`src/rtl/ptbp_pkg.sv`:
```
// ----------------------------------------------------------------------------
// ptbp_pkg: shared types and constants for the play-time block
// Field widths, register indexes, format kinds, FSM states and the control
// struct used between the sequencer and its serial units.
// ----------------------------------------------------------------------------
`default_nettype none

package ptbp_pkg;

    localparam int POSITION_BITS_DEF = 40;
    localparam int SIZE_BITS         = 40;
    localparam int BLOCK_BITS        = 20;
    localparam int BITRATE_BITS      = 16;
    localparam int KIND_BITS         = 2;
    localparam int PERCENT_BITS      = 8;
    localparam int MINUTE_BITS       = 16;
    localparam int SECOND_BITS       = 6;
    localparam int CFG_INDEX_BITS    = 3;
    localparam int DIVISOR_BITS      = SIZE_BITS;
    localparam int TDIV_BITS         = 26;

    localparam int unsigned FRAMES_PER_SEC = 50;
    localparam int unsigned MS_PER_SEC     = 1000;
    localparam int unsigned SEC_PER_MIN    = 60;
    localparam int unsigned PERCENT_SCALE  = 100;
    localparam int unsigned BYTE_SHIFT     = 3;   // times eight bits per byte

    typedef enum logic [CFG_INDEX_BITS-1:0] {
        CFG_FORMAT_KIND   = 3'd0,
        CFG_FILE_SIZE     = 3'd1,
        CFG_HEADER_OFFSET = 3'd2,
        CFG_BLOCK_SIZE    = 3'd3,
        CFG_BITRATE_KBPS  = 3'd4
    } cfg_index_t;

    typedef enum logic [KIND_BITS-1:0] {
        FMT_FRAME   = 2'd0,
        FMT_BITRATE = 2'd1,
        FMT_BPS     = 2'd2
    } fmt_kind_t;

    typedef enum logic [3:0] {
        S_IDLE,
        S_MUL,
        S_LDP,
        S_DIVP,
        S_LDE,
        S_DIVE,
        S_LDT,
        S_DIVT,
        S_FIN
    } ptbp_state_t;

    typedef struct packed {
        logic load;
        logic step;
    } seq_ctl_t;

endpackage

`default_nettype wire

```
`src/rtl/play_time_from_byte_position.sv`:
```
// ----------------------------------------------------------------------------
// play_time_from_byte_position: played percent and play time from a position
// Sequencer, configuration registers and held results around a bit-serial
// multiplier, one shared serial divider and a serial split into min:sec.
//
//   channel | handshake              | payload
//   --------+------------------------+-----------------------------------------
//   in      | in_valid / in_stall    | position
//   out     | out_valid / out_stall  | percent, minute, second, total_*
//   cfg     | cfg_valid / cfg_ready  | cfg_index, cfg_data
//
// Each item runs one serial multiply pass and three passes of the shared
// divider over NB = max(POSITION_BITS, 40) + 7 bits, each one bit per cycle,
// plus load and hand-over states.
// Reset clears the registers (format kind to bitrate based) and held results.
// in_stall is low only while the sequencer is idle; a result waiting in the
// output register does not block the next transfer in.
// ----------------------------------------------------------------------------
`default_nettype none

module play_time_from_byte_position #(
    parameter int POSITION_BITS = ptbp_pkg::POSITION_BITS_DEF
) (
    input  wire logic                                clk,
    input  wire logic                                rst_n,
    input  wire logic                                in_valid,
    output logic                                     in_stall,
    input  wire logic [POSITION_BITS-1:0]            position,
    output logic                                     out_valid,
    input  wire logic                                out_stall,
    output logic [ptbp_pkg::PERCENT_BITS-1:0]        percent,
    output logic [ptbp_pkg::MINUTE_BITS-1:0]         minute,
    output logic [ptbp_pkg::SECOND_BITS-1:0]         second,
    output logic [ptbp_pkg::MINUTE_BITS-1:0]         total_minute,
    output logic [ptbp_pkg::SECOND_BITS-1:0]         total_second,
    input  wire logic                                cfg_valid,
    output logic                                     cfg_ready,
    input  wire logic [ptbp_pkg::CFG_INDEX_BITS-1:0] cfg_index,
    input  wire logic [ptbp_pkg::SIZE_BITS-1:0]      cfg_data
);

    localparam int PW = POSITION_BITS;
    localparam int WX = (PW > ptbp_pkg::SIZE_BITS) ? PW : ptbp_pkg::SIZE_BITS;
    localparam int NB = WX + 7;
    localparam int CW = $clog2(NB);
    localparam int DW = ptbp_pkg::DIVISOR_BITS;
    localparam int TW = ptbp_pkg::TDIV_BITS;
    localparam int PB = ptbp_pkg::PERCENT_BITS;
    localparam int MB = ptbp_pkg::MINUTE_BITS;
    localparam int SB = ptbp_pkg::SECOND_BITS;

    // configuration
    logic [ptbp_pkg::KIND_BITS-1:0]    format_kind_reg;
    logic [ptbp_pkg::SIZE_BITS-1:0]    file_size_reg;
    logic [ptbp_pkg::SIZE_BITS-1:0]    header_offset_reg;
    logic [ptbp_pkg::BLOCK_BITS-1:0]   block_size_reg;
    logic [ptbp_pkg::BITRATE_BITS-1:0] bitrate_reg;

    // sequencer
    ptbp_pkg::ptbp_state_t state_reg, state_next;
    logic [CW-1:0]         cnt_reg, cnt_next;
    logic                  run;
    logic                  last;
    logic                  accept;
    logic                  out_load;
    ptbp_pkg::seq_ctl_t    mul_ctl, div_ctl, spl_ctl;

    // held results and output register
    logic [PB-1:0] held_pct_reg;
    logic [MB-1:0] held_min_reg;
    logic [SB-1:0] held_sec_reg;
    logic [MB-1:0] held_tmin_reg;
    logic [SB-1:0] held_tsec_reg;
    logic          out_valid_reg;
    logic [PB-1:0] percent_reg;
    logic [MB-1:0] minute_reg;
    logic [SB-1:0] second_reg;
    logic [MB-1:0] tmin_reg;
    logic [SB-1:0] tsec_reg;

    // datapath
    logic [PW-1:0] pos_reg;
    logic [PB-1:0] pct_acc_reg;
    logic          pct_sat_reg;
    logic [PB-1:0] pct_result;
    logic [NB-1:0] product;
    logic [NB-1:0] dividend;
    logic [DW-1:0] divisor;
    logic          qbit;
    logic [MB-1:0] spl_minute;
    logic [SB-1:0] spl_second;
    logic          is_bitrate;
    logic          fs_nz;
    logic          div_nz;
    logic [TW-1:0] bs50;
    logic [TW-1:0] br1000;
    logic [DW-1:0] tdiv;
    logic [WX-1:0] pos_ext;
    logic [WX-1:0] off_ext;
    logic [WX-1:0] done_bytes;
    logic [ptbp_pkg::SIZE_BITS-1:0] all_bytes;
    logic [NB-1:0] done_dvd;
    logic [NB-1:0] all_dvd;
    logic          pct_clear;

    assign cfg_ready = 1'b1;

    always_ff @(posedge clk or negedge rst_n)
    begin
        if (!rst_n)
        begin
            format_kind_reg   <= ptbp_pkg::FMT_BITRATE;
            file_size_reg     <= '0;
            header_offset_reg <= '0;
            block_size_reg    <= '0;
            bitrate_reg       <= '0;
        end
        else if (cfg_valid && cfg_ready)
        begin
            case (cfg_index)
                ptbp_pkg::CFG_FORMAT_KIND:
                    format_kind_reg <= cfg_data[ptbp_pkg::KIND_BITS-1:0];
                ptbp_pkg::CFG_FILE_SIZE:
                    file_size_reg <= cfg_data;
                ptbp_pkg::CFG_HEADER_OFFSET:
                    header_offset_reg <= cfg_data;
                ptbp_pkg::CFG_BLOCK_SIZE:
                    block_size_reg <= cfg_data[ptbp_pkg::BLOCK_BITS-1:0];
                ptbp_pkg::CFG_BITRATE_KBPS:
                    bitrate_reg <= cfg_data[ptbp_pkg::BITRATE_BITS-1:0];
                default:
                    ;
            endcase
        end
    end

    // time divisor: frames of block_size at 50 per second, bytes per second,
    // or bitrate in kbit/s scaled to bits per second (unused kind as bitrate)
    assign is_bitrate = !((format_kind_reg == ptbp_pkg::FMT_FRAME) ||
                          (format_kind_reg == ptbp_pkg::FMT_BPS));
    assign bs50   = TW'(block_size_reg) * TW'(ptbp_pkg::FRAMES_PER_SEC);
    assign br1000 = TW'(bitrate_reg) * TW'(ptbp_pkg::MS_PER_SEC);

    always_comb
    begin
        case (format_kind_reg)
            ptbp_pkg::FMT_FRAME: tdiv = DW'(bs50);
            ptbp_pkg::FMT_BPS:   tdiv = DW'(block_size_reg);
            default:             tdiv = DW'(br1000);
        endcase
    end

    assign fs_nz  = (file_size_reg != '0);
    assign div_nz = is_bitrate ? (bitrate_reg != '0) : (block_size_reg != '0);

    // byte counts, clamped at zero below the header
    assign pos_ext    = WX'(pos_reg);
    assign off_ext    = WX'(header_offset_reg);
    assign done_bytes = (pos_ext >= off_ext) ? (pos_ext - off_ext) : '0;
    assign all_bytes  = (file_size_reg >= header_offset_reg) ?
                        (file_size_reg - header_offset_reg) : '0;
    assign done_dvd   = is_bitrate ? (NB'(done_bytes) << ptbp_pkg::BYTE_SHIFT)
                                   : NB'(done_bytes);
    assign all_dvd    = is_bitrate ? (NB'(all_bytes) << ptbp_pkg::BYTE_SHIFT)
                                   : NB'(all_bytes);

    always_comb
    begin
        case (state_reg)
            ptbp_pkg::S_LDE:
            begin
                dividend = done_dvd;
                divisor  = tdiv;
            end
            ptbp_pkg::S_LDT:
            begin
                dividend = all_dvd;
                divisor  = tdiv;
            end
            default:
            begin
                dividend = product;
                divisor  = file_size_reg;
            end
        endcase
    end

    // sequencer
    assign accept = in_valid && !in_stall;
    assign run    = (state_reg == ptbp_pkg::S_MUL)  || (state_reg == ptbp_pkg::S_DIVP) ||
                    (state_reg == ptbp_pkg::S_DIVE) || (state_reg == ptbp_pkg::S_DIVT);
    assign last   = (cnt_reg == CW'(NB - 1));
    assign cnt_next = (run && !last) ? (cnt_reg + 1'b1) : '0;

    always_ff @(posedge clk or negedge rst_n)
    begin
        if (!rst_n)
        begin
            state_reg <= ptbp_pkg::S_IDLE;
            cnt_reg   <= '0;
        end
        else
        begin
            state_reg <= state_next;
            cnt_reg   <= cnt_next;
        end
    end

    always_comb
    begin
        state_next = state_reg;
        mul_ctl    = '0;
        div_ctl    = '0;
        spl_ctl    = '0;
        in_stall   = 1'b1;
        out_load   = 1'b0;
        case (state_reg)
            ptbp_pkg::S_IDLE:
            begin
                in_stall = 1'b0;
                if (in_valid)
                begin
                    mul_ctl.load = 1'b1;
                    state_next   = ptbp_pkg::S_MUL;
                end
            end
            ptbp_pkg::S_MUL:
            begin
                mul_ctl.step = 1'b1;
                if (last)
                    state_next = ptbp_pkg::S_LDP;
            end
            ptbp_pkg::S_LDP:
            begin
                div_ctl.load = 1'b1;
                state_next   = ptbp_pkg::S_DIVP;
            end
            ptbp_pkg::S_DIVP:
            begin
                div_ctl.step = 1'b1;
                if (last)
                    state_next = ptbp_pkg::S_LDE;
            end
            ptbp_pkg::S_LDE:
            begin
                div_ctl.load = 1'b1;
                spl_ctl.load = 1'b1;
                state_next   = ptbp_pkg::S_DIVE;
            end
            ptbp_pkg::S_DIVE:
            begin
                div_ctl.step = 1'b1;
                spl_ctl.step = 1'b1;
                if (last)
                    state_next = ptbp_pkg::S_LDT;
            end
            ptbp_pkg::S_LDT:
            begin
                div_ctl.load = 1'b1;
                spl_ctl.load = 1'b1;
                state_next   = ptbp_pkg::S_DIVT;
            end
            ptbp_pkg::S_DIVT:
            begin
                div_ctl.step = 1'b1;
                spl_ctl.step = 1'b1;
                if (last)
                    state_next = ptbp_pkg::S_FIN;
            end
            ptbp_pkg::S_FIN:
            begin
                // hand over once the output register is free or draining
                if (!out_valid_reg || !out_stall)
                begin
                    out_load   = 1'b1;
                    state_next = ptbp_pkg::S_IDLE;
                end
            end
            default:
                state_next = ptbp_pkg::S_IDLE;
        endcase
    end

    ptbp_mul100 #(
        .PW (PW),
        .NB (NB)
    ) u_mul (
        .clk      (clk),
        .ctl      (mul_ctl),
        .position (position),
        .product  (product)
    );

    ptbp_div #(
        .NB (NB)
    ) u_div (
        .clk      (clk),
        .ctl      (div_ctl),
        .dividend (dividend),
        .divisor  (divisor),
        .qbit     (qbit)
    );

    ptbp_split60 u_split (
        .clk    (clk),
        .ctl    (spl_ctl),
        .qbit   (qbit),
        .minute (spl_minute),
        .second (spl_second)
    );

    // percent quotient, saturating at full scale
    always_ff @(posedge clk)
    begin
        if (accept)
            pos_reg <= position;
        if (div_ctl.load && state_reg == ptbp_pkg::S_LDP)
        begin
            pct_acc_reg <= '0;
            pct_sat_reg <= 1'b0;
        end
        else if (div_ctl.step && state_reg == ptbp_pkg::S_DIVP)
        begin
            pct_sat_reg <= pct_sat_reg | pct_acc_reg[PB-1];
            pct_acc_reg <= {pct_acc_reg[PB-2:0], qbit};
        end
    end

    assign pct_result = pct_sat_reg ? {PB{1'b1}} : pct_acc_reg;
    assign pct_clear  = ((held_min_reg == '0) && (held_sec_reg == '0)) ||
                        (position == '0);

    // held results: percent kept on zero file size, times kept on zero divisor
    always_ff @(posedge clk or negedge rst_n)
    begin
        if (!rst_n)
        begin
            held_pct_reg  <= '0;
            held_min_reg  <= '0;
            held_sec_reg  <= '0;
            held_tmin_reg <= '0;
            held_tsec_reg <= '0;
        end
        else
        begin
            if (accept && pct_clear)
                held_pct_reg <= '0;
            else if (state_reg == ptbp_pkg::S_LDE && fs_nz)
                held_pct_reg <= pct_result;
            if (state_reg == ptbp_pkg::S_LDT && div_nz)
            begin
                held_min_reg <= spl_minute;
                held_sec_reg <= spl_second;
            end
            if (state_reg == ptbp_pkg::S_FIN && div_nz)
            begin
                held_tmin_reg <= spl_minute;
                held_tsec_reg <= spl_second;
            end
        end
    end

    always_ff @(posedge clk or negedge rst_n)
    begin
        if (!rst_n)
            out_valid_reg <= 1'b0;
        else if (out_load)
            out_valid_reg <= 1'b1;
        else if (!out_stall)
            out_valid_reg <= 1'b0;
    end

    always_ff @(posedge clk)
    begin
        if (out_load)
        begin
            percent_reg <= held_pct_reg;
            minute_reg  <= held_min_reg;
            second_reg  <= held_sec_reg;
            tmin_reg    <= div_nz ? spl_minute : held_tmin_reg;
            tsec_reg    <= div_nz ? spl_second : held_tsec_reg;
        end
    end

    assign out_valid    = out_valid_reg;
    assign percent      = percent_reg;
    assign minute       = minute_reg;
    assign second       = second_reg;
    assign total_minute = tmin_reg;
    assign total_second = tsec_reg;

`ifndef NO_ASSERTIONS
    a_accept_starts: assert property (@(posedge clk) disable iff (!rst_n)
        accept |=> (state_reg == ptbp_pkg::S_MUL))
        else $error("transfer in did not start the multiply pass");

    a_seconds_range: assert property (@(posedge clk) disable iff (!rst_n)
        out_valid_reg |-> ((second_reg < SB'(ptbp_pkg::SEC_PER_MIN)) &&
                           (tsec_reg < SB'(ptbp_pkg::SEC_PER_MIN))))
        else $error("seconds field out of range");

    a_fin_delivers: assert property (@(posedge clk) disable iff (!rst_n)
        (state_reg == ptbp_pkg::S_FIN && !(out_valid_reg && out_stall)) |=>
        (out_valid_reg && state_reg == ptbp_pkg::S_IDLE))
        else $error("finished result not handed to the output register");

    a_zero_pos_pct: assert property (@(posedge clk) disable iff (!rst_n)
        (out_load && !fs_nz && pos_reg == '0) |=> (percent_reg == '0))
        else $error("percent not cleared for zero position and zero file size");
`endif

endmodule

`default_nettype wire

```
`src/rtl/ptbp_mul100.sv`:
```
// ----------------------------------------------------------------------------
// ptbp_mul100: bit-serial multiply by one hundred
// Takes the position LSB first and builds position * 100 one bit per cycle
// in a shift register, using taps at bit offsets 2, 5 and 6.
// ----------------------------------------------------------------------------
`default_nettype none

module ptbp_mul100 #(
    parameter int PW = ptbp_pkg::POSITION_BITS_DEF,
    parameter int NB = ptbp_pkg::POSITION_BITS_DEF + 7
) (
    input  wire logic              clk,
    input  wire ptbp_pkg::seq_ctl_t ctl,
    input  wire logic [PW-1:0]     position,
    output logic      [NB-1:0]     product
);

    logic [PW-1:0] src_reg;
    logic [5:0]    hist_reg;   // hist_reg[i] holds source bit k-1-i
    logic [1:0]    carry_reg;
    logic [NB-1:0] prod_reg;
    logic [2:0]    sum;

    // 100 = 64 + 32 + 4
    assign sum = 3'(hist_reg[1]) + 3'(hist_reg[4]) + 3'(hist_reg[5]) + 3'(carry_reg);

    always_ff @(posedge clk)
    begin
        if (ctl.load)
        begin
            src_reg   <= position;
            hist_reg  <= '0;
            carry_reg <= '0;
        end
        else if (ctl.step)
        begin
            src_reg   <= src_reg >> 1;
            hist_reg  <= {hist_reg[4:0], src_reg[0]};
            carry_reg <= sum[2:1];
            prod_reg  <= {sum[0], prod_reg[NB-1:1]};
        end
    end

    assign product = prod_reg;

endmodule

`default_nettype wire

```
`src/rtl/ptbp_div.sv`:
```
// ----------------------------------------------------------------------------
// ptbp_div: shared restoring divider, one quotient bit per cycle
// Shifts the dividend out MSB first into a partial remainder and emits each
// quotient bit as it is decided.
// ----------------------------------------------------------------------------
`default_nettype none

module ptbp_div #(
    parameter int NB = ptbp_pkg::POSITION_BITS_DEF + 7
) (
    input  wire logic                              clk,
    input  wire ptbp_pkg::seq_ctl_t                ctl,
    input  wire logic [NB-1:0]                     dividend,
    input  wire logic [ptbp_pkg::DIVISOR_BITS-1:0] divisor,
    output logic                                   qbit
);

    localparam int DW = ptbp_pkg::DIVISOR_BITS;

    logic [NB-1:0] dvd_reg;
    logic [DW-1:0] dsr_reg;
    logic [DW-1:0] rem_reg;
    logic [DW:0]   trial;
    logic [DW:0]   diff;

    assign trial = {rem_reg, dvd_reg[NB-1]};
    assign diff  = trial - {1'b0, dsr_reg};
    assign qbit  = (trial >= {1'b0, dsr_reg});

    always_ff @(posedge clk)
    begin
        if (ctl.load)
        begin
            dvd_reg <= dividend;
            dsr_reg <= divisor;
            rem_reg <= '0;
        end
        else if (ctl.step)
        begin
            dvd_reg <= {dvd_reg[NB-2:0], 1'b0};
            rem_reg <= qbit ? diff[DW-1:0] : trial[DW-1:0];
        end
    end

endmodule

`default_nettype wire

```
`src/rtl/ptbp_split60.sv`:
```
// ----------------------------------------------------------------------------
// ptbp_split60: serial minutes and seconds split
// Consumes the seconds count MSB first and divides it by sixty on the fly:
// a six-bit remainder gives the seconds, a saturating shift gives minutes.
// ----------------------------------------------------------------------------
`default_nettype none

module ptbp_split60 (
    input  wire logic                             clk,
    input  wire ptbp_pkg::seq_ctl_t               ctl,
    input  wire logic                             qbit,
    output logic [ptbp_pkg::MINUTE_BITS-1:0]      minute,
    output logic [ptbp_pkg::SECOND_BITS-1:0]      second
);

    localparam int MB = ptbp_pkg::MINUTE_BITS;
    localparam int SB = ptbp_pkg::SECOND_BITS;

    logic [SB-1:0] rem_reg;
    logic [MB-1:0] min_reg;
    logic          sat_reg;
    logic [SB:0]   trial;
    logic          take;
    logic [SB:0]   diff;

    assign trial = {rem_reg, qbit};
    assign take  = (trial >= (SB+1)'(ptbp_pkg::SEC_PER_MIN));
    assign diff  = trial - (SB+1)'(ptbp_pkg::SEC_PER_MIN);

    always_ff @(posedge clk)
    begin
        if (ctl.load)
        begin
            rem_reg <= '0;
            min_reg <= '0;
            sat_reg <= 1'b0;
        end
        else if (ctl.step)
        begin
            rem_reg <= take ? diff[SB-1:0] : trial[SB-1:0];
            // a set bit shifted off the top means the minutes overflowed
            sat_reg <= sat_reg | min_reg[MB-1];
            min_reg <= {min_reg[MB-2:0], take};
        end
    end

    assign minute = sat_reg ? {MB{1'b1}} : min_reg;
    assign second = rem_reg;

endmodule

`default_nettype wire

```
`config.mk`:
```
export PLATFORM = sky130hd
export DESIGN_NAME = play_time_from_byte_position
export DESIGN_NICKNAME = d
export VERILOG_FILES = /design/src/rtl/ptbp_pkg.sv /design/src/rtl/play_time_from_byte_position.sv /design/src/rtl/ptbp_mul100.sv /design/src/rtl/ptbp_div.sv /design/src/rtl/ptbp_split60.sv
export SDC_FILE = /design/constraint.sdc
export NUM_CORES = 1
export LEC_CHECK = 0
export BUFFER_PORTS_ARGS = -buffer_cell sky130_fd_sc_hd__clkbuf_2
export CAP_MARGIN = 0
export CORE_MARGIN = 2
export CORE_UTILIZATION = 55
export CTS_BUF_LIST = sky130_fd_sc_hd__clkbuf_2 sky130_fd_sc_hd__clkbuf_4 sky130_fd_sc_hd__clkbuf_8
export DETAILED_ROUTE_END_ITERATION = 8
export PLACE_DENSITY = 0.71
export RECOVER_POWER = 25
export SYNTH_ARGS = -nofsm -noshare
export SYNTH_HDL_FRONTEND = slang
export SYNTH_SLANG_ARGS = --single-unit
export TNS_END_PERCENT = 1
```
`constraint.sdc`:
```
create_clock -name clk -period 13.02 [get_ports clk]
set_input_delay 0 -clock clk [delete_from_list [all_inputs] [get_ports clk]]
set_output_delay 0 -clock clk [all_outputs]
set_load 0.02 [all_outputs]
```
# After elaboration in Yosys (flattened, before gate mapping)
# Index checks and enable logic that the tools add are counted.
classes:
  n_reduce_logical: 41
  eq_ne: 21
  mul: 2
  add_sub_neg: 8
  muxes: 40
  magnitude_cmp: 4
  bitwise: 3
ops:
  columns: ["op", "count"]
  rows:
  - ["40-bit 2-to-1 mux", 6]
  - ["40-bit subtractor", 3]
  - ["47-bit 2-to-1 mux", 2]
  - ["47-bit case mux with 2 select lines", 1]
  - ["43-bit 2-to-1 mux", 2]
  - ["40-bit >= comparator", 2]
  - ["26-bit case mux with 2 select lines", 1]
  - ["41-bit by 40-bit >= comparator with 1-bit output", 1]
  - ["40-bit logical NOT", 1]
  - ["40-bit nonzero test", 1]
  - ["4-bit case mux with 9 select lines", 1]
  - ["16-bit 2-to-1 mux", 2]
  - ["20-bit by 5-bit multiplier with 25-bit output (second input constant)", 1]
  - ["4-bit 2-to-1 mux", 6]
  - ["8-bit 2-to-1 mux", 3]
  - ["16-bit by 7-bit multiplier with 23-bit output (second input constant)", 1]
  - ["20-bit nonzero test", 1]
  - ["6-bit 2-to-1 mux", 3]
  - ["4-bit by 3-bit == test with 1-bit output (second input constant)", 4]
  - ["16-bit logical NOT", 1]
  - ["16-bit nonzero test", 1]
  - ["1-bit 2-to-1 mux", 13]
  - ["2-bit inequality test (second input constant)", 6]
  - ["2-bit AND reduction", 6]
  - ["other kinds (28)", 50]
totals:
  regBits: 527
  output_inout_bits: 55

# Logic depth before layout (Yosys ltp)
# Gate-level depths: netlist (run 1).
logic_depth:
  word_depth: 6
  mapped_depth: 19
  mapped_depth_nobuf: 19

# By module
# From an unflattened synthesis (run 1), not the netlist that was laid out.
unflattened:
  cells_unflattened: 3320
  area_unflattened_um2: 34260.4
modules_own_cells:
  columns: ["module", "instances", "seq_area_each_um2", "area_per_inst_um2", "cells_per_inst"]
  rows:
  - ["play_time_from_byte_position", 1, 7473.4, 22213.8, 2327]
  - ["ptbp_div", 1, 3413.3, 7378.3, 720]
  - ["ptbp_mul100", 1, 2772.7, 3652.3, 163]
  - ["ptbp_split60", 1, 460.4, 1016.0, 110]

# Least setup slack after synthesis (run 1)
# Ideal clock, no wire load.
synth_timing:
  path_kind: "reg2reg"
  start: "register bitrate_reg[10] (netlist bit)"
  end: "register u_div.dsr_reg[24] (data pin)"
  setup_ps: 261
  synth_period_minus_slack_ps: 4698
  stages_incl_launch_ff: 19
  slack_ps: 8322
  t_required_ps: 12759
  t_arrival_ps: 4437
  n_path_buf: 0
  path_cell_list: "dfrtp_1 inv_1 fa_1 fa_1 inv_1 fa_1 inv_1 fa_1 inv_1 ha_1 a21o_1 a21oi_1 o21ai_0 a211o_1 a21oi_1 o21bai_1 xor2_1 a221oi_1 nor2_1"
synth_between:
  elab_chain_cells: 3
synth_lines:
  columns: ["item", "line_no", "source"]
  rows:
  - ["start, declared", "play_time_from_byte_position.sv:57", "logic [ptbp_pkg::BITRATE_BITS-1:0] bitrate_reg;"]
  - ["start signal, assigned", "play_time_from_byte_position.sv:130", "bitrate_reg <= cfg_data[ptbp_pkg::BITRATE_BITS-1:0];"]
  - ["16-bit by 7-bit multiplier with 23-bit output", "play_time_from_byte_position.sv:142", "assign br1000 = TW'(bitrate_reg) * TW'(ptbp_pkg::MS_PER_SEC);"]
  - ["26-bit case mux with 2 select lines", "play_time_from_byte_position.sv:146", "case (format_kind_reg)"]
  - ["40-bit 2-to-1 mux", "play_time_from_byte_position.sv:169", "case (state_reg)"]
  - ["via divisor[24]", "play_time_from_byte_position.sv:88", "logic [DW-1:0] divisor;"]
  - ["end signal, assigned", "ptbp_div.sv:35", "dsr_reg <= divisor;"]
  - ["end, declared", "ptbp_div.sv:21", "logic [DW-1:0] dsr_reg;"]
# The timed path passes the listed nets, and every way through them passes these cells.
# A chain may end at the register's enable or synchronous reset.

# Final worst setup path (run 1)
layout_timing:
  start: "register bitrate_reg[1] (netlist bit)"
  end: "register u_div.dsr_reg[24] (data pin)"
# Same word-level chain as after synthesis.

==> summary.md, run 1 <==
| Metric | Value |
|---|---|
| CP max stage cell | `fa_1` |
| Die H | `251 um` |
| Routed length per instance | `19.9 um` |
| Sequential fraction of the synthesis area | `0.422` |
| Clk_lat worst skew | `0.73 ns` |
| Arr. time, crit path | `5.62 ns` |
| Syn avg cell area | `around 9.5 um^2` |
| CTS buffer count | `89` |
| Flops & latches, synth | `527` |
| WS Path Type | `reg2reg` |
| CP required | `13.46 ns` |
| Initial core utilization | `0.555` |
| Routed wire length | `91200 um` |
| CP Buf/Inv Count | `2` |
| Setup TNS | `0 ns` |
| Violated checks | `max-capacitance violations, max-slew violations` |
| DR pass1 iterations | `6` |
| Gr ovfl total | `0` |
| Setup Fix Bufs, Post-CTS | `0` |
| Largest net degree at the start of global routing | `89` |
| Port buffer count | `141` |
| Count leader, synth | `nand2_1` |
| Top delay family on crit path | `adder cells` |
| Slew Viols, Final | `120` |
| CTS-repair resized insts | `0` |
| Switching Fraction | `0.441` |
| Top FF cell, synth | `edfxtp_1` |
| Clock slew at reported path FFs | `0.07 ns` |
| Power Dens Cells | `254 nW/um^2` |
| Vias in the first global route | `25625` |
| Layout area overhead | `12.6%` |
| # hold bufs at CTS | `101` |
| Library cells used by synthesis | `92` |
| Post-synth EDFFs | `about 270` |
| Num rows | `90` |
| Gpl congestion | `0.935` |
| DR vias/cell | `roughly 5.9` |
| Die footprint | `62800 um^2` |
| Max_cap viols | `2` |
| Vias | `26886` |
| Core area | `between 60000 and 70000 um^2` |
| Final min period | `5.18 ns` |
| Final Setup Violations | `0` |
| Tcrit/Tclk final | `0.398` |
| First-pass GRT wire length | `about 140000 um` |
| Largest area contributor in the netlist | `edfxtp_1` |
| Hold Vio Cnt, Final | `0` |
| Setup slack, reg-to-reg | `about 7.8 ns` |
| Clock tree buffer depth | `3` |
| Clock skew | `roughly 0.053 ns` |
| Slew headroom | `-1.82` |
| F_max | `between 0.15 and 0.2 GHz` |
| Total power | `0.00954 W` |
| DRC marker count from the first detailed-route iteration | `2339` |
| DRC violations left | `0` |
| Static Leak | `16.5 nW` |
| Measured slew at the worst slew-check pin | `between 4 and 5 ns` |
| GRT Util Overall | `0.291` |
| Ports | `143` |
| Share of cells above drive strength 1 | `0.107` |
| Max stage delay on crit path | `0.58 ns` |
| Peak VDD IR | `0.230 mV` |
| Status | `complete, but fails checks` |
| Synthesized area | `33400 um^2` |
| # clock sinks | `about 530` |
| Crit Path Max Fanout | `5` |
| Root Driver | `clkbuf_8` |
| Die width | `251 um` |
| HPWL after DPL | `approximately 66000 um` |
| Most used cell, CP | `fa_1` |
| Clock power frac | `0.167` |
| NetSw | `0.00420 W` |
| Combinational power share | `0.559` |
| Synthesis warning total | `0` |
| CTS tree | `done` |
| H-tree depth | `3` |
| Routed Antenna Nets | `0` |
| Nets | `around 4100` |
| Internal Power | `0.00534 W` |
| Sequential power share | `0.274` |
| RSZ-0062 raised after global routing | `no` |
| HP Class | `in2reg` |
| Syn Inst Count | `3512` |
| Top cells by area, synth | `edfxtp_1 24%, dfrtp_1 13%, ha_1 9.7%, nand2_1 5.7%, dfxtp_1 4.8%` |
| Synth top area share | `0.239` |
| Synth cell count leaders | `504 x nand2_1, 301 x a21oi_1, 277 x inv_1, 266 x edfxtp_1, 259 x ha_1` |
| Syn_nets | `3933` |
| Initial antenna violation count | `5` |
| Critical path capture point type | `register` |
| Fraction of registers with async set or reset after synthesis | `0.343` |
| Crit path cell chain | `inv_1, fa_1, fa_1, fa_1, fa_1, inv_1, ha_1, nand2_1, o21ai_0, o31ai_1, a31oi_1, a211o_1, a21oi_1, o21bai_1, xor2_1, a221oi_1, nor2_1` |
| CP Launch Type | `register` |
-- layer usage --
| metal | track usage | vias to the layer above | share of wire |
|---|---|---|---|
| met3 | 0.0486 | 192 | 0.077 |
| li1 | - | 12837 | - |
| met1 | 0.422 | 12837 | 0.45 |
| met4 | 0.111 | 4 | 0.037 |
| met5 | 0 | - | 0.00030 |
| met2 | 0.437 | 1016 | 0.44 |
-- final timing paths --
path | from | endpoint | depth (start not counted)
setup / recovery | bitrate_reg[1] | u_div.dsr_reg[24] | 17
hold / removal | cfg_data[24] | header_offset_reg[24] | 4
setup reg to reg | bitrate_reg[1] | u_div.dsr_reg[24] | 17
hold reg to reg | u_mul.product[5] | u_mul.product[4] | 0
max in group asynchronous | rst_n | block_size_reg[10] | 4
min in group asynchronous | rst_n | format_kind_reg[0] | 3
-- layout by cell type (no fill, tap or decap), drive strengths merged, types with 31 or more instances in the layout --
cell | Yosys | routed
nand2 | 506 | 506
a21oi | 301 | 301
inv | 277 | 281
clkbuf | 121 | 279
edfxtp | 266 | 266
ha | 259 | 259
o21ai | 228 | 228
nor2 | 224 | 224
dfrtp | 180 | 180
dlygate4sd3 | 0 | 100
mux2 | 92 | 92
dfxtp | 80 | 80
xnor2 | 79 | 79
fa | 74 | 74
nand3 | 67 | 67
xor2 | 62 | 62
a21o | 56 | 56
mux2i | 51 | 51
nor3 | 42 | 42
nand4 | 40 | 40
nor2b | 34 | 34
a31oi | 32 | 32
nor4 | 31 | 31
-- area by class of cell --
type | count | area (um^2)
fill | 5024 | 22600
multi-input combinational | 2548 | 17700
sequential | 527 | 14100
timing repair buffer | 269 | 1830
clock buffer | 136 | 1680
inverter | 277 | 1040
tap | 782 | 978
clock inverter | 30 | 259
antenna | 1 | 2.50
-- stage by stage --
step / setup slack (ns) / utilization / std cells / hold slack, ns / cell area (um^2)
after floorplan: 8.32 / - / 3512 / -0.296 / 33400
after global placement: 7.98 / 0.577 / 4302 / 0.0627 / 34800
after detailed placement: 7.92 / 0.577 / 4302 / 0.0715 / 34800
after CTS: 7.86 / 0.627 / 4569 / 0.000594 / 37700
after global routing: 7.47 / 0.625 / 4570 / 0.0496 / 37600
final: 7.84 / 0.625 / 4570 / 0.0649 / 37600
-- power by group through the flow --
stage | registers [W] | clock network [W] | logic [W]
2_1_floorplan | 0.00251 | 0 | 0.00408
3_3_place_gp | 0.00262 | 0 | 0.00514
3_5_place_dp | 0.00263 | 0 | 0.00520
4_1_cts | 0.00261 | 0.00162 | 0.00526
5_1_grt | 0.00265 | 0.00170 | 0.00603
6_report | 0.00261 | 0.00159 | 0.00533
-- worst min-delay path: cells and delay by family --
kind	cells	cell delay (ns)
AND/OR/NAND/NOR	1	0.04
AO/OA/AOI/OAI	1	0.06
buffers and inverters	2	0.64
-- cell families (layout without fill, tap and decap cells) --
kind of cell,after synthesis,after routing,synth area share
compound gates,869,869,0.161
xor+xnor,141,141,0.0369
fa+ha+maj,333,333,0.141
buf+inv,437,712,0.0502
flops,527,527,0.422
mux,143,143,0.0463
other cells,1,2,0.000112
simple gates,1061,1061,0.142
(Power assumes the default switching activity.)
==> inputs of run 2 (changes only) <==
PLACE_DENSITY = 0.74   (was 0.71)
clock period = 4.4 ns   (was 13.02 ns; I/O delays follow)
==> run 2 against run 1 <==
Against the previous run:
- clock-buffer cell count up 3
- largest power group unchanged
- sequential share of layout area down 1.6 points
- the run ends with max-capacitance violations, max-slew violations, negative setup slack left
- largest cell class unchanged
- setup slack worse by 8.0 ns
- highest routed layer unchanged
- cell count up 3.3%
- utilization up 2.7 points
- combinational power rose to 3.7 times the previous value
- clock power rose to 3.2 times the previous value
- worst hold slack better by 0.011 ns
- register-to-register slack worse by 8.0 ns
- non-clock buffer count up 146
==> summary.md, run 2 (synthesis gave the netlist of run 1 again) <==
| Metric | Value |
|---|---|
| Status | `complete, but fails checks (unchanged)` |
| Violated checks | `max-capacitance violations, max-slew violations, negative setup slack (was max-capacitance violations, max-slew violations)` |
| CP required | `4.91 ns (was 13.46 ns)` |
| Tcrit/Tclk final | `1.05 (was 0.398)` |
| DRC marker count from the first detailed-route iteration | `2678 (was 2339)` |
| Most frequent cells in the layout | `499 x nand2_1, 292 x a21oi_1, 266 x edfxtp_1 (was 502 x nand2_1, 299 x a21oi_1, 273 x inv_1)` |
| Gpl congestion | `0.979 (was 0.935)` |
| Routed wire length | `94300 um (was 91200 um)` |
| DRC violations left | `0 (unchanged)` |
| Ports | `143 (unchanged)` |
| Initial antenna violation count | `9 (was 5)` |
| DR pass1 iterations | `8 (was 6)` |
| CP Launch Type | `register (unchanged)` |
| Static Leak | `17.3 nW (was 16.5 nW)` |
| Die H | `251 um (unchanged)` |
| Final Setup Violations | `5 (was 0)` |
| Sequential power share | `0.236 (was 0.274)` |
| Combinational power share | `0.607 (was 0.559)` |
| Slew headroom | `-0.526 (was -1.82)` |
| Fill cells | `4652 (was 5024)` |
| Power Dens Cells | `830 nW/um^2 (was 254 nW/um^2)` |
| Final min period | `4.61 ns (was 5.18 ns)` |
| F_max | `0.217 GHz (was 0.193 GHz)` |
| Core Util, Final | `0.652 (was 0.625)` |
| Clock skew | `0.0893 ns (was 0.0527 ns)` |
| First-pass GRT wire length | `148000 um (was 143000 um)` |
| Largest net degree at the start of global routing | `94 (was 89)` |
| NetSw | `0.0140 W (was 0.00420 W)` |
| CTS buffer count | `88 (was 89)` |
| Crit Path Max Fanout | `5 (unchanged)` |
| CTS tree | `done (unchanged)` |
| Port buffer count | `141 (unchanged)` |
| Num rows | `90 (unchanged)` |
| Final Cell Area | `39300 um^2 (was 37600 um^2)` |
| # clock sinks | `527 (unchanged)` |
| Nets | `4278 (was 4133)` |
| Measured slew at the worst slew-check pin | `2.29 ns (was 4.23 ns)` |
| Layout area overhead | `17.6% (was 12.6%)` |
| Core area | `60200 um^2 (unchanged)` |
| GRT Util Overall | `0.300 (was 0.291)` |
| Die footprint | `62800 um^2 (unchanged)` |
| Root Driver | `clkbuf_8 (unchanged)` |
| Clock slew at reported path FFs | `0.08 ns (was 0.07 ns)` |
| DR vias/cell | `5.93 (was 5.88)` |
| Switching Fraction | `0.429 (was 0.441)` |
| Peak VDD IR | `1.11 mV (was 0.230 mV)` |
| DP Worst Slack | `-0.323 ns (was 7.92 ns)` |
| Routed length per instance | `20.0 um (was 19.9 um)` |
| Hold Vio Cnt, Final | `0 (unchanged)` |
| Gr ovfl total | `0 (unchanged)` |
| Placed cell areas | `35600 um^2 (was 34800 um^2)` |
| Clk_lat worst skew | `0.77 ns (was 0.73 ns)` |
| WS Path Type | `reg2reg (unchanged)` |
| Max_cap viols | `1 (was 2)` |
| Clock power frac | `0.156 (was 0.167)` |
| Vias | `27961 (was 26886)` |
| Final critical-path setup slack | `-0.213 ns (was 7.84 ns)` |
| Slew Viols, Final | `88 (was 120)` |
| Internal Power | `0.0186 W (was 0.00534 W)` |
| Vias in the first global route | `26882 (was 25625)` |
| Die width | `251 um (unchanged)` |
| Final hold slack | `0.0756 ns (was 0.0649 ns)` |
| Commonest non-fill, non-tap cell in the layout | `nand2_1 (unchanged)` |
| HP Class | `in2reg (unchanged)` |
| Share of cells above drive strength 1 | `0.153 (was 0.107)` |
| RSZ-0062 raised after global routing | `yes (was no)` |
| HPWL after DPL | `66700 um (was 65900 um)` |
| Clock tree buffer depth | `3 (unchanged)` |
| Routed Antenna Nets | `0 (unchanged)` |
| H-tree depth | `3 (unchanged)` |
| Initial core utilization | `0.555 (unchanged)` |
| Critical path capture point type | `register (unchanged)` |
| Arr. time, crit path | `5.12 ns (was 5.62 ns)` |
-- run 2: cell count changes in the layout (fill, tap and decap cells not counted), moves of 8 or more --
cell | before | now
clkbuf_1 | 66 | 41
buf_4 | 26 | 137
dlygate4sd3_1 | 100 | 131
clkbuf_2 | 77 | 101
inv_1 | 273 | 260
ha_4 | 0 | 8
ha_1 | 259 | 251
inv_2 | 4 | 17
-- run 2: per-stage QoR --
| step | setup TNS [ns] | total power [W] | cells |
|---|---|---|---|
| floorplan | -0.0158 | 0.0200 | 3512 |
| global placement | -0.643 | 0.0249 | 4402 |
| detailed placement | -0.870 | 0.0253 | 4402 |
| CTS | -0.515 | 0.0317 | 4713 |
| global route | -2.50 | 0.0351 | 4719 |
| finish | -0.717 | 0.0326 | 4719 |
-- run 2: worst paths after layout --
kind	from	end	slack, ns	depth (start not counted)
setup / recovery	bitrate_reg[5]	u_div.dsr_reg[24]	-0.21	18
min in group asynchronous	rst_n	format_kind_reg[0]	0.65	3
hold / removal	cfg_data[21]	header_offset_reg[21]	0.08	4
setup reg to reg	bitrate_reg[5]	u_div.dsr_reg[24]	-0.21	18
max in group asynchronous	rst_n	file_size_reg[24]	1.40	4
hold reg to reg	held_pct_reg[1]	percent[1]	0.45	0
-- run 2: layer usage --
| layer | vias up | share of wire | track usage |
|---|---|---|---|
| li1 | 13147 | - | - |
| met1 | 13366 | 0.43 | 0.417 |
| met2 | 1184 | 0.44 | 0.460 |
| met3 | 254 | 0.084 | 0.0527 |
| met4 | 10 | 0.043 | 0.132 |
| met5 | - | 0.00073 | 0 |
-- run 2: cell type report --
cell class | count | area (um^2) | area share
timing repair buffer | 415 | 3070 | 0.0781
inverter | 277 | 1040 | 0.0265
sequential | 527 | 14100 | 0.359
clock inverter | 27 | 383 | 0.00974
tap | 782 | 978 | 0.0249
multi-input combinational | 2548 | 18000 | 0.458
antenna | 4 | 10.0 | 0.000255
clock buffer | 139 | 1710 | 0.0434
-- run 2: power by group through the flow --
stage               sequential [W]  clock, W  combinational (W)
floorplan                  0.00742         0             0.0126
global placement           0.00771         0             0.0172
detailed placement         0.00775         0             0.0175
CTS                        0.00767   0.00514             0.0188
global route               0.00782   0.00535             0.0219
finish                     0.00771   0.00510             0.0198
-- run 2: repair_timing --
| action | 4_1_cts | 5_1_grt |
|---|---|---|
| setup buffers | 13 | 2 |
| endpoints found under the hold margin | 395 | 0 |
| hold buffers | 132 | 0 |
| pin swaps | 38 | 14 |
| endpoints found under the setup margin | 7 | 13 |
| resized for setup | 19 | 20 |
| gates cloned | 0 | 0 |
-- run 2: critical path: stages (launching register included) --
cell and delay [ns]:
dfrtp_1 0.39, inv_2 0.09, buf_4 0.11, fa_1 0.43, fa_1 0.60, fa_2 0.44, fa_1 0.53, inv_2 0.05
ha_4 0.16, a21o_1 0.21, a21oi_4 0.15, buf_4 0.14, a31oi_4 0.09, a211o_1 0.29, a21oi_2 0.14, o21bai_1 0.08
xor2_1 0.16, a221oi_2 0.22, nor2_1 0.06
